--- src/rtl/core/mcsp_pkg.sv ---
// Package for the multi-channel servo pulse generator.
// Holds the request/result structs, operation codes, register indexes and reset values.
// No dependencies.
package mcsp_pkg;

  localparam int unsigned POS_W   = 8;
  localparam int unsigned IDX_W   = 8;
  localparam int unsigned BASE_W  = 16;
  localparam int unsigned STEP_W  = 8;
  localparam int unsigned LEVEL_W = 8;
  localparam int unsigned CFG_W   = 16;
  // base + step * pos never needs more than this
  localparam int unsigned SUM_W   = 18;

  localparam logic [BASE_W-1:0] BASE_RESET = 16'd1125;
  localparam logic [STEP_W-1:0] STEP_RESET = 8'd25;

  typedef enum logic {
    OP_TICK = 1'b0,
    OP_SET  = 1'b1
  } op_t;

  typedef enum logic {
    REG_BASE_WIDTH = 1'b0,
    REG_STEP_WIDTH = 1'b1
  } reg_idx_t;

  typedef struct packed {
    op_t              operation;
    logic [IDX_W-1:0] servo_index;
    logic [POS_W-1:0] position;
  } req_t;

  typedef struct packed {
    logic [LEVEL_W-1:0] servo_levels;
    logic               set_accepted;
    logic               frame_start;
  } res_t;

endpackage

--- src/rtl/core/mcsp_if.sv ---
// Request and result channel interfaces for the servo pulse generator.
// Depends on mcsp_pkg.
interface mcsp_in_if
  import mcsp_pkg::*;
  ();
  logic             valid;
  logic             ready;
  op_t              operation;
  logic [IDX_W-1:0] servo_index;
  logic [POS_W-1:0] position;

  modport source (output valid, operation, servo_index, position, input ready);
  modport sink   (input valid, operation, servo_index, position, output ready);
endinterface

interface mcsp_out_if
  import mcsp_pkg::*;
  ();
  logic               valid;
  logic               ready;
  logic [LEVEL_W-1:0] servo_levels;
  logic               set_accepted;
  logic               frame_start;

  modport source (output valid, servo_levels, set_accepted, frame_start, input ready);
  modport sink   (input valid, servo_levels, set_accepted, frame_start, output ready);
endinterface

--- src/rtl/core/multi_channel_servo_pulse_generator_unit.sv ---
// Top level of the multi-channel servo pulse generator.
// Depends on mcsp_pkg, mcsp_if, mcsp_frame_core.
//
// Drives SERVO_COUNT servo pulses inside a repeating frame of 2^FRAME_BITS ticks.
// Each request is either a tick (advance the frame by one) or a set (store a
// pulse width for one servo). Position 0 turns a servo off; any other position p
// gives base_width + step_width * p ticks, clipped to the frame length. New widths
// are held as pending and only go live at tick 0 of the next frame. At tick 0
// every servo with a nonzero width goes high, and each goes low once its width
// has elapsed; servos with equal widths drop together. Every request gives
// exactly one result: the levels of servos 0..7 after the request, whether a set
// hit a valid servo, and whether a tick opened a frame. Throughput is one request
// per clock while the result register is not stalled; each request passes the input
// register, then the result register, with the width multiply and the parallel
// width compares between them. A stalled result register backs up into the input
// register, and in_chan.ready drops only when both are full. Config writes
// (cfg_index 0 = base_width, 1 = step_width) are meant for idle periods only.
module multi_channel_servo_pulse_generator_unit
  import mcsp_pkg::*;
#(
  parameter int unsigned SERVO_COUNT = 8,
  parameter int unsigned FRAME_BITS  = 16
) (
  input  logic             clk,
  input  logic             rst_n,
  mcsp_in_if.sink          in_chan,
  mcsp_out_if.source       out_chan,
  input  logic             cfg_we,
  input  reg_idx_t         cfg_index,
  input  logic [CFG_W-1:0] cfg_wdata
);

  // config registers
  logic [BASE_W-1:0] base_r;
  logic [STEP_W-1:0] step_r;

  // input stage
  req_t item_r;
  logic item_vld_r;

  // result stage
  res_t out_r;
  logic out_vld_r;

  res_t res;
  logic fire;
  logic take;

  always_ff @(posedge clk) begin
    if (!rst_n) begin
      base_r <= BASE_RESET;
      step_r <= STEP_RESET;
    end else if (cfg_we) begin
      case (cfg_index)
        REG_BASE_WIDTH: base_r <= cfg_wdata;
        REG_STEP_WIDTH: step_r <= cfg_wdata[STEP_W-1:0];
        default:        ;
      endcase
    end
  end

  // fire: the held request is processed and moves into the result register
  assign fire          = item_vld_r && (!out_vld_r || out_chan.ready);
  assign in_chan.ready = !item_vld_r || fire;
  assign take          = in_chan.valid && in_chan.ready;

  always_ff @(posedge clk) begin
    if (!rst_n) begin
      item_vld_r <= 1'b0;
    end else if (in_chan.ready) begin
      item_vld_r <= in_chan.valid;
    end
  end

  always_ff @(posedge clk) begin
    if (take) begin
      item_r.operation   <= in_chan.operation;
      item_r.servo_index <= in_chan.servo_index;
      item_r.position    <= in_chan.position;
    end
  end

  mcsp_frame_core #(
    .SERVO_COUNT (SERVO_COUNT),
    .FRAME_BITS  (FRAME_BITS)
  ) u_core (
    .clk        (clk),
    .rst_n      (rst_n),
    .fire       (fire),
    .req        (item_r),
    .base_width (base_r),
    .step_width (step_r),
    .res        (res)
  );

  always_ff @(posedge clk) begin
    if (!rst_n) begin
      out_vld_r <= 1'b0;
    end else if (fire) begin
      out_vld_r <= 1'b1;
    end else if (out_chan.ready) begin
      out_vld_r <= 1'b0;
    end
  end

  always_ff @(posedge clk) begin
    if (fire) begin
      out_r <= res;
    end
  end

  assign out_chan.valid        = out_vld_r;
  assign out_chan.servo_levels = out_r.servo_levels;
  assign out_chan.set_accepted = out_r.set_accepted;
  assign out_chan.frame_start  = out_r.frame_start;

  // a processed request always lands in the result register
  a_fire_fills_out: assert property (@(posedge clk) disable iff (!rst_n)
    fire |=> out_vld_r)
    else $error("processed request did not reach result register");

  // a result is either a set or a tick, never both flags
  a_flags_exclusive: assert property (@(posedge clk) disable iff (!rst_n)
    out_vld_r |-> !(out_r.set_accepted && out_r.frame_start))
    else $error("set_accepted and frame_start both set");

  // backpressure only when both stages hold a request
  a_ready_low_full: assert property (@(posedge clk) disable iff (!rst_n)
    !in_chan.ready |-> (item_vld_r && out_vld_r && !out_chan.ready))
    else $error("input stalled with free room");

  // a result held under stall keeps its value
  a_out_hold: assert property (@(posedge clk) disable iff (!rst_n)
    (out_vld_r && !out_chan.ready) |=> (out_vld_r && $stable(out_r)))
    else $error("stalled result changed");

endmodule

--- src/rtl/core/mcsp_width_calc.sv ---
// Position to pulse width conversion, saturated at the frame length.
// Combinational; depends on mcsp_pkg.
module mcsp_width_calc
  import mcsp_pkg::*;
#(
  parameter int unsigned FRAME_BITS = 16
) (
  input  logic [POS_W-1:0]    position,
  input  logic [BASE_W-1:0]   base_width,
  input  logic [STEP_W-1:0]   step_width,
  output logic [FRAME_BITS:0] width
);

  localparam int unsigned W     = FRAME_BITS + 1;
  localparam int unsigned CMP_W = (W > SUM_W) ? W : SUM_W;

  logic [BASE_W-1:0] prod;
  logic [CMP_W-1:0]  sum;
  logic [CMP_W-1:0]  frame_len;

  always_comb begin
    prod      = BASE_W'(step_width) * BASE_W'(position);
    sum       = CMP_W'(base_width) + CMP_W'(prod);
    frame_len = CMP_W'(1) << FRAME_BITS;
    if (position == '0) begin
      width = '0;
    end else if (sum > frame_len) begin
      width = W'(frame_len);
    end else begin
      width = W'(sum);
    end
  end

endmodule

--- src/rtl/core/mcsp_frame_core.sv ---
// Width store, frame counter and per-servo level compare.
// Depends on mcsp_pkg and mcsp_width_calc.
module mcsp_frame_core
  import mcsp_pkg::*;
#(
  parameter int unsigned SERVO_COUNT = 8,
  parameter int unsigned FRAME_BITS  = 16
) (
  input  logic              clk,
  input  logic              rst_n,
  input  logic              fire,
  input  req_t              req,
  input  logic [BASE_W-1:0] base_width,
  input  logic [STEP_W-1:0] step_width,
  output res_t              res
);

  localparam int unsigned W = FRAME_BITS + 1;

  logic [W-1:0]           pending_r [SERVO_COUNT];
  logic [W-1:0]           active_r  [SERVO_COUNT];
  logic [W-1:0]           active_nxt[SERVO_COUNT];
  logic                   changed_r;
  logic [FRAME_BITS-1:0]  tick_r;
  logic [SERVO_COUNT-1:0] levels_r;
  logic [SERVO_COUNT-1:0] levels_nxt;
  logic [SERVO_COUNT-1:0] levels_cur;
  logic [W-1:0]           new_width;
  logic                   is_set;
  logic                   is_tick;
  logic                   idx_ok;
  logic                   at_start;
  logic                   reload;

  mcsp_width_calc #(.FRAME_BITS(FRAME_BITS)) u_width (
    .position   (req.position),
    .base_width (base_width),
    .step_width (step_width),
    .width      (new_width)
  );

  always_comb begin
    is_set   = (req.operation == OP_SET);
    is_tick  = (req.operation == OP_TICK);
    idx_ok   = (req.servo_index < IDX_W'(SERVO_COUNT));
    at_start = (tick_r == '0);
    reload   = at_start && changed_r;
    for (int k = 0; k < SERVO_COUNT; k++) begin
      active_nxt[k] = reload ? pending_r[k] : active_r[k];
      levels_nxt[k] = (active_nxt[k] != '0) && (W'(tick_r) < active_nxt[k]);
    end
    levels_cur = is_tick ? levels_nxt : levels_r;
  end

  always_ff @(posedge clk) begin
    if (!rst_n) begin
      for (int k = 0; k < SERVO_COUNT; k++) begin
        pending_r[k] <= '0;
        active_r[k]  <= '0;
      end
      changed_r <= 1'b1;
      tick_r    <= '0;
      levels_r  <= '0;
    end else if (fire) begin
      if (is_set) begin
        if (idx_ok) begin
          for (int k = 0; k < SERVO_COUNT; k++) begin
            if (req.servo_index == IDX_W'(k)) begin
              pending_r[k] <= new_width;
            end
          end
          changed_r <= 1'b1;
        end
      end else begin
        if (reload) begin
          for (int k = 0; k < SERVO_COUNT; k++) begin
            active_r[k] <= pending_r[k];
          end
          changed_r <= 1'b0;
        end
        levels_r <= levels_nxt;
        tick_r   <= tick_r + FRAME_BITS'(1);
      end
    end
  end

  // only the low eight servos are visible on the result
  for (genvar g = 0; g < LEVEL_W; g++) begin : g_lvl
    if (g < SERVO_COUNT) begin : g_on
      assign res.servo_levels[g] = levels_cur[g];
    end else begin : g_off
      assign res.servo_levels[g] = 1'b0;
    end
  end

  assign res.set_accepted = is_set && idx_ok;
  assign res.frame_start  = is_tick && at_start;

endmodule
--- src/flat_wrapper.sv ---
// flat-port wrapper written by rule: the top's interface ports become plain ports
module multi_channel_servo_pulse_generator_unit_flat import mcsp_pkg::*;
#(
  parameter int unsigned SERVO_COUNT = 8,
  parameter int unsigned FRAME_BITS  = 16
)
  (clk, rst_n, cfg_we, cfg_index, cfg_wdata, in_chan_valid, in_chan_operation, in_chan_servo_index, in_chan_position, in_chan_ready, out_chan_valid, out_chan_servo_levels, out_chan_set_accepted, out_chan_frame_start, out_chan_ready);
  mcsp_in_if in_chan_i ();
  mcsp_out_if out_chan_i ();
  input  logic clk;
  input  logic rst_n;
  input  logic cfg_we;
  input  reg_idx_t cfg_index;
  input  logic [CFG_W-1:0] cfg_wdata;
  input wire logic [$bits(in_chan_i.valid)-1:0] in_chan_valid;
  input wire logic [$bits(in_chan_i.operation)-1:0] in_chan_operation;
  input wire logic [$bits(in_chan_i.servo_index)-1:0] in_chan_servo_index;
  input wire logic [$bits(in_chan_i.position)-1:0] in_chan_position;
  output wire logic [$bits(in_chan_i.ready)-1:0] in_chan_ready;
  output wire logic [$bits(out_chan_i.valid)-1:0] out_chan_valid;
  output wire logic [$bits(out_chan_i.servo_levels)-1:0] out_chan_servo_levels;
  output wire logic [$bits(out_chan_i.set_accepted)-1:0] out_chan_set_accepted;
  output wire logic [$bits(out_chan_i.frame_start)-1:0] out_chan_frame_start;
  input wire logic [$bits(out_chan_i.ready)-1:0] out_chan_ready;
  assign in_chan_i.valid = in_chan_valid;
  assign in_chan_i.operation = in_chan_operation;
  assign in_chan_i.servo_index = in_chan_servo_index;
  assign in_chan_i.position = in_chan_position;
  assign in_chan_ready = in_chan_i.ready;
  assign out_chan_valid = out_chan_i.valid;
  assign out_chan_servo_levels = out_chan_i.servo_levels;
  assign out_chan_set_accepted = out_chan_i.set_accepted;
  assign out_chan_frame_start = out_chan_i.frame_start;
  assign out_chan_i.ready = out_chan_ready;
  multi_channel_servo_pulse_generator_unit #(.SERVO_COUNT(SERVO_COUNT), .FRAME_BITS(FRAME_BITS)) u_core (.clk(clk), .rst_n(rst_n), .in_chan(in_chan_i), .out_chan(out_chan_i), .cfg_we(cfg_we), .cfg_index(cfg_index), .cfg_wdata(cfg_wdata));
endmodule
--- config.mk ---
export PLATFORM = sky130hd
export DESIGN_NAME = multi_channel_servo_pulse_generator_unit_flat
export DESIGN_NICKNAME = d
export VERILOG_FILES = /design/src/rtl/core/mcsp_pkg.sv /design/src/rtl/core/mcsp_if.sv /design/src/rtl/core/multi_channel_servo_pulse_generator_unit.sv /design/src/rtl/core/mcsp_width_calc.sv /design/src/rtl/core/mcsp_frame_core.sv /design/src/flat_wrapper.sv
export SDC_FILE = /design/constraint.sdc
export NUM_CORES = 1
export LEC_CHECK = 0
export BUFFER_PORTS_ARGS = -buffer_cell sky130_fd_sc_hd__buf_4
export CORE_MARGIN = 2
export CORE_UTILIZATION = 50
export DETAILED_ROUTE_END_ITERATION = 6
export PLACE_DENSITY = 0.76
export RECOVER_POWER = 25
export SYNTH_ARGS = -nofsm -noshare
export SYNTH_HDL_FRONTEND = slang
export SYNTH_SLANG_ARGS = --single-unit
--- constraint.sdc ---
create_clock -name clk -period 15.1 [get_ports clk]
set_input_delay 0.755 -clock clk [delete_from_list [all_inputs] [get_ports clk]]
set_output_delay 0.755 -clock clk [all_outputs]
set_load 0.02 [all_outputs]
Word-level counts from Yosys, hierarchy flattened --
Memory sizes are Yosys's and may differ from the RTL's. Index checks and enable logic that the tools add are counted.
Word-level totals: memories 2, bits of input ports 39, output and inout bits 12, flip-flop bits (word level) 78, RAM bits 272
Memories:
- u_core.u_core.active_r | words 8, width 17, rd ports 8, clocked after memory_dff 0, wr ports 8, RTL line mcsp_frame_core.sv:21 | logic [W-1:0] active_r [SERVO_COUNT];
- u_core.u_core.pending_r | words 8, width 17, rd ports 8, clocked after memory_dff 0, wr ports 8, RTL line mcsp_frame_core.sv:20 | logic [W-1:0] pending_r [SERVO_COUNT];
Cells by class: magnitude comparators 10, $add $sub $neg 2, reduce and logical (&&, ||, !) cells 34, $mul 1, equal/unequal tests 8, bitwise logic cells 18, muxes and demuxes 86
Operators by type and width (number):
- 17-bit 2-to-1 mux | 26
- 16-bit by 17-bit less-than comparator with 1-bit output | 8
- 17-bit nonzero test | 8
- 1-bit 2-to-1 mux | 59
- 8-bit by 3-bit == test with 1-bit output, second input constant | 4
- 18-bit by 17-bit greater-than comparator with 1-bit output, second input constant | 1
- 16-bit by 16-bit adder with 17-bit output | 1
- 16-bit by 1-bit adder with 16-bit output, second input constant | 1
- 8-bit by 2-bit == test with 1-bit output, second input constant | 2
- 16-bit logical NOT | 1
- 8-bit logical NOT | 2
- 8-bit by 8-bit multiplier with 16-bit output | 1
- 1-bit bitwise OR | 16
- 1-bit logical AND | 13
- 8-bit by 1-bit == test with 1-bit output, second input constant | 1
- 8-bit by 4-bit less-than comparator with 1-bit output, second input constant | 1
- 8-bit 2-to-1 mux | 1
- 2-bit AND reduction | 3
- 2-bit nonzero test | 2
- 3-bit AND reduction | 1
- 1-bit logical NOT | 2
- 1-bit logical OR | 2
- 2-bit inequality test, second input constant | 1
- 1-bit NOT | 2

Depth between registers and ports, before layout --
Gate-level depths: netlist (run 1).
word-level depth 8, depth in mapped cells 19, gate-level depth less buffers 16

Cells and area by module --
From an unflattened synthesis (run 1), not the netlist that was laid out.
Unflattened totals: cells, all modules 1806, area, all modules 20581.0 sq um
Modules (own cells, without submodules):
- mcsp_frame_core | instances 1, area each 15798.9 sq um, cells an instance 1306, seq. area each 8668.3 sq um
- mcsp_width_calc | instances 1, area each 2919.0 sq um, cells an instance 359, seq. area each 0.0 sq um
- multi_channel_servo_pulse_generator_unit | instances 1, area each 1863.0 sq um, cells an instance 141, seq. area each 1331.3 sq um

Least setup slack after synthesis (run 1) --
OpenSTA, ideal clock, no wires.
path kind reg-to-reg, from register u_core.u_core.tick_r[1], to memory u_core.u_core.active_r[0][0] (netlist name), enable pin, arrival 11.144 ns, cell stages (with the launch flop) 7, setup slack 3.137 ns, period minus slack after synthesis 11.963 ns, cells stage by stage dfxtp_1 inv_1 ha_1 or4b_1 nor4_1 nand3_1 o21ai_0
RTL lines:
- from (decl) | RTL line mcsp_frame_core.sv:24 | logic [FRAME_BITS-1:0] tick_r;
- from (signal assigned) | RTL line mcsp_frame_core.sv:82 | tick_r <= tick_r + FRAME_BITS'(1);
- to (decl) | RTL line mcsp_frame_core.sv:21

==> flow_metrics.tcl, run 1 <==
set metrics [dict create \
    status "finished, violations left" \
    violations "max-capacitance violations, max-slew violations" \
    worstHoldPathType "input pin to register" \
    post_cts_buffers 0 \
    max_cap_viol_count 3 \
    final-hold-violation-count 0 \
    dr.pass1.iters 5 \
    cts_root_buf "clkbuf_16" \
    drt-vias-per-instance 5.98 \
    slew_headroom_pct -94.1 \
    drive_above_1_share_pct 7.48 \
    cts_max_path_buffers 3 \
    r2r_setup_slack_ps 9070 \
    leakage_nw 9.83 \
    grt.total_usage_pct 25.2 \
    hold_slack_ps 393 \
    numPortBuffers 50 \
    die_area_mm2 0.0423 \
    dr.first_iter.drc_count 1094 \
    fill_cells 3267 \
    yosys-top-cells-area "edfxtp_1, ha_1, mux2i_1, and2_1, dfxtp_1" \
    avgSynthCellArea_um2 11.3 \
    worstHoldEndpoint "u_core.item_r[8]$_DFFE_PP_" \
    cts_made_buffers 38 \
    period_minus_slack_ps 6030 \
    cts_hold_buf 0 \
    grt_pass1_vias 14510 \
    netlist_area_mm2 0.0203 \
    cp_cell_sequence "nand2_1 -> fa_1 -> inv_1 -> fa_1 -> inv_1 -> fa_1 -> fa_1 -> inv_1 -> ha_1 -> a21oi_1 -> o211a_1 -> nor2_1 -> a31oi_1 -> nand3_1 -> nor2_1" \
    synthDistinctLibCells 57 \
    synth.cells.most_frequent "edfxtp_1, and2_1, ha_1" \
    fin_worst_skew_ps 28.3 \
    slew_violations 81 \
    ios 51 \
    setup_viol 0 \
    antenna_found_initial 0 \
    grt_remaining_overflow 0 \
    hp-start "in_chan_servo_index[0]" \
    max_slew.worst_pin.slew_ps 2910 \
    die-height_um 206 \
    drc 0 \
    cp-end-kind "register" \
    num_rows 73 \
    synth_top_area_share_pct 44.1 \
    ant_nets 0 \
    synth_flop_cell "edfxtp_1" \
    cp_slowest_cell "nand3_1" \
    dp_hpwl_um 34600 \
    synth.most_common_cell "edfxtp_1" \
    postLayoutCellArea_mm2 0.0225 \
    routed-via-count 14409 \
    clock_sinks 350 \
    die_w_um 206 \
    critPathKind "register to register" \
    crit_fanout 9 \
    fin_crit_sh_pct 39.9 \
    core_mm2 0.0399 \
    wl_per_cell_um 21.6 \
    rsz0062_at_grt "no" \
    cts.htree.levels 2 \
    vdd_drop_max_mv 0.0958 \
    place_area_mm2 0.0213 \
    required_ps 15460 \
    yosysWarnings 0 \
    cts_resized 0 \
    syn-num-nets 2050 \
    synth_edf_count 299 \
    clk-insertion-delay-late_ps 560 \
    fmax_ghz 0.166 \
    min_path_cells 1 \
    worstSetupStartpointType "register" \
    synth_seq_cells 350 \
    nNetsFinal 2103 \
    cts.clk_slew.worst_paths_ps 60 \
    power.total_mw 2.94 \
    reg2reg_from "u_core.item_r[7]$_DFFE_PP_" \
    grt_pass1_wl_um 80700 \
    r2r-end "u_core.u_core.pending_r[1][59]$_DFFE_PP_" \
    slowest_delay_ps 890 \
    ff2ff_path_depth 15 \
    syn_inst 1802 \
    crit_top_cell "fa_1" \
    power.density_mw_per_mm2 131 \
    wirelength_um 52000 \
    tritoncts "built" \
    tns_ps 0 \
    antennaDiodeCount 0 \
    place_congestion 0.886 \
    crit_arrival_ps 6390 \
    start_util_pct 51.0 \
    yosysTopAreaCell "edfxtp_1" \
    async_reset_ff_share_pct 0 \
    grt_max_degree 103 \
    ys_seq_area_share_pct 49.1 \
    areaGrowthSynthToFinish_pct 10.6 \
]
-- cell usage in the layout (no fill, tap or decap), types with 63 or more instances in the layout --
master    netlist  final
mux2i_1       136    136
inv_1         119    119
nor2_1        121    121
nor3_1         63     63
ha_1          158    158
and2_1        174    152
nor4_1         65     65
edfxtp_1      299    299
nand2_1       118    118
a21oi_1        81     81
-- kinds of logic (layout without fill, tap and decap cells) --
logic type / count (synthesis) / count (layout) / share of synthesized area [%]
AND/OR/NAND/NOR: 672 / 672 / 17.3
flip-flops: 350 / 350 / 49.1
AO/OA/AOI/OAI: 221 / 221 / 6.99
adder cells (fa/ha/maj): 209 / 209 / 14.7
buffers and inverters: 190 / 272 / 4.03
multiplexers: 139 / 139 / 6.86
XOR/XNOR: 21 / 21 / 0.904
-- per-stage QoR --
stage / setup WS (ps) / std cells / utilization (%)
global route: 8910 / 2409 / 56.4
finish: 9070 / 2409 / 56.4
detailed placement: 9150 / 2340 / 53.4
CTS: 9130 / 2409 / 56.5
floorplan: 3140 / 1802 / -
global placement: 9310 / 2340 / 53.4
-- how the worst max path moves through the flow --
stage	start	endpoint
2_1_floorplan	u_core.u_core.tick_r[1]$_SDFFE_PN0P_	u_core.u_core.active_r[0][0]$_SDFFCE_PN0P_
3_3_place_gp	u_core.item_r[7]$_DFFE_PP_	u_core.u_core.pending_r[1][42]$_DFFE_PP_
3_5_place_dp	u_core.item_r[7]$_DFFE_PP_	u_core.u_core.pending_r[1][59]$_DFFE_PP_
4_1_cts	u_core.item_r[7]$_DFFE_PP_	u_core.u_core.pending_r[1][59]$_DFFE_PP_
5_1_grt	u_core.item_r[7]$_DFFE_PP_	u_core.u_core.pending_r[1][59]$_DFFE_PP_
6_report	u_core.item_r[7]$_DFFE_PP_	u_core.u_core.pending_r[1][59]$_DFFE_PP_
-- routing by layer --
metal / wire length (um) / global-route usage (%) / vias up
met1: 21400 / 32.7 / 7009
met3: 4510 / 5.72 / 150
met2: 23600 / 40.5 / 601
li1: - / - / 6649
met5: 0 / 0 / -
met4: 2450 / 11.4 / 0
-- layout make-up --
type | count | area (um2) | share of cell area [%]
repair buffers | 84 | 567 | 2.52
clock buffers | 50 | 1050 | 4.65
inverters | 119 | 447 | 1.99
multi-input cells | 1262 | 9590 | 42.6
clock inverters | 19 | 196 | 0.873
flip-flops and latches | 350 | 10000 | 44.4
well taps | 525 | 657 | 2.92
-- report_power, final --
part	internal (mW)	leakage [nW]	switching (mW)
Clock	0.543	0.608	0.387
Sequential	1.15	3.49	0.0626
Combinational	0.229	5.73	0.570
Total	1.92	9.83	1.02
-- flip-flops by register name (all words and copies together) (netlist names), 8 cells and up --
register and cells:
u_core.u_core.levels_r 8, u_core.u_core.active_r 136, u_core.base_r 16, u_core.out_chan.servo_levels 8, u_core.item_r 17, u_core.u_core.pending_r 136
u_core.u_core.tick_r 16, u_core.step_r 8
-- worst max-delay path, delay by kind of cell (launching register included) --
kind                     cells  cell delay [ps]
adder cells (fa/ha/maj)      5             2470
flip-flops                   1              520
buffers and inverters        3              140
AND/OR/NAND/NOR              4             1450
AO/OA/AOI/OAI                3             1250
Power figures use the tool's default switching activity.
==> run 2, diff against run 1 <==
==> constraint.sdc (replaced) <==
create_clock -name clk -period 6.1 [get_ports clk]
set_input_delay 0.305 -clock clk [delete_from_list [all_inputs] [get_ports clk]]
set_output_delay 0.305 -clock clk [all_outputs]
set_load 0.02 [all_outputs]
==> flow_metrics.tcl, run 2 (synthesized netlist as in run 1, its figures left out) <==
set metrics [dict create \
    status "finished, violations left" \
    violations "max-capacitance violations, max-slew violations" \
    fin_worst_skew_ps 24.7 \
    clock_sinks 350 \
    dr.first_iter.drc_count 1270 \
    ant_nets 0 \
    critPathKind "register to register" \
    grt_pass1_vias 14505 \
    final_util_pct 57.4 \
    max_slew.worst_pin.slew_ps 2840 \
    crit_arrival_ps 5590 \
    power.total_mw 7.34 \
    final_cell_mix "edfxtp_1, ha_1, and2_1" \
    grt_max_degree 103 \
    drive_above_1_share_pct 7.39 \
    die_w_um 206 \
    layout_commonest_cell "edfxtp_1" \
    setup_viol 0 \
    crit_fanout 9 \
    grt.total_usage_pct 25.3 \
    leakage_nw 9.99 \
    num_rows 73 \
    areaGrowthSynthToFinish_pct 12.7 \
    fin_crit_sh_pct 87.4 \
    worstHoldPathType "input pin to register" \
    cts_max_path_buffers 3 \
    clk-insertion-delay-late_ps 570 \
    worstSetupStartpointType "register" \
    cts.htree.levels 2 \
    max_cap_viol_count 2 \
    antenna_found_initial 0 \
    antennaDiodeCount 0 \
    core_mm2 0.0399 \
    register_area_mm2 0.0100 \
    tritoncts "built" \
    dp_hpwl_um 35100 \
    drc 0 \
    drt-vias-per-instance 5.92 \
    setup_slack_ps 771 \
    multi_input_area_mm2 0.00956 \
    die_area_mm2 0.0423 \
    vdd_drop_max_mv 0.220 \
    wirelength_um 52200 \
    r2r_setup_slack_ps 770 \
    routed-via-count 14480 \
    die-height_um 206 \
    place_worst_setup_slack_ps 827 \
    grt_remaining_overflow 0 \
    slew_violations 85 \
    cp-end-kind "register" \
    final-hold-violation-count 0 \
    wl_per_cell_um 21.3 \
    place_congestion 0.884 \
    grt_pass1_wl_um 80300 \
    required_ps 6360 \
    hold_slack_ps 49.5 \
    numPortBuffers 50 \
    period_minus_slack_ps 5330 \
    fill_cells 3196 \
    power.density_mw_per_mm2 320 \
    reg_top3 "u_core.u_core.active_r x136, u_core.u_core.pending_r x136, u_core.item_r x17" \
    ios 51 \
    fmax_ghz 0.188 \
    rsz0062_at_grt "no" \
    dr.pass1.iters 6 \
    cts.clk_slew.worst_paths_ps 60 \
    cts_root_buf "clkbuf_16" \
    tns_ps 0 \
    nNetsFinal 2140 \
    start_util_pct 51.0 \
    cts_made_buffers 39 \
    slew_headroom_pct -89.0 \
]
[run 2: cell types whose count changed in the layout (fill, tap and decap cells not counted), moves of 2 or more]
cell           before  now
buf_12              0    2
bufinv_16           3    6
xor2_1              5    7
clkinvlp_4          1    5
xor2_2              3    1
dlygate4sd3_1       0   34
buf_4              50   47
clkbuf_8            3    1
[run 2: worst max-delay path, cell delays in order (launching register included)]
cell and delay (ps):
edfxtp_1 500, and2_1 230, fa_1 500, fa_1 520, fa_1 540, inv_1 50, fa_1 520, inv_1 40
ha_1 380, a21o_1 190, a221oi_1 460, nor2_1 100, a311oi_1 270, o311a_1 590, nor3_1 150
[run 2: layer usage]
layer / track usage [%] / up-vias / routed length [um]
met3: 5.18 / 147 / 4360
met1: 31.9 / 7064 / 20900
met5: 0 / - / 0
li1: - / 6720 / -
met2: 41.7 / 549 / 24200
met4: 11.8 / 0 / 2620
[run 2: final cells by class]
type / count / area share [%]
inverters: 119 / 1.95
repair buffers: 120 / 4.08
clock inverters: 25 / 1.35
flip-flops and latches: 350 / 43.6
clock buffers: 46 / 4.42
well taps: 525 / 2.87
multi-input cells: 1262 / 41.7
[run 2: final timing paths]
path / cells after the start / end / startpoint
max: 14 / u_core.u_core.pending_r[1][66]$_DFFE_PP_ / u_core.item_r[7]$_DFFE_PP_
min: 4 / u_core.out_chan.valid$_SDFFE_PN0P_ / out_chan_ready
max reg2reg: 14 / u_core.u_core.pending_r[1][66]$_DFFE_PP_ / u_core.item_r[7]$_DFFE_PP_
min reg2reg: 2 / u_core.u_core.levels_r[2]$_SDFFE_PN0P_ / u_core.u_core.levels_r[2]$_SDFFE_PN0P_
[run 2: stage by stage]
step,cells,instance area (um2)
2_1_floorplan,1802,20300
6_report,2447,22900
4_1_cts,2447,23000
3_3_place_gp,2342,21300
5_1_grt,2447,22900
3_5_place_dp,2342,21300
[run 2: timing repair]
item	in CTS	in global routing
endpoints found under the setup margin	0	0
buffers inserted	0	0
hold buffers	34	0
hold endpoints to repair	40	0
gates resized for setup	0	0
[run 2: power breakdown]
part,switching [mW],internal [mW]
clock network,0.983,1.45
logic,1.31,0.607
registers,0.152,2.84
total,2.44,4.89
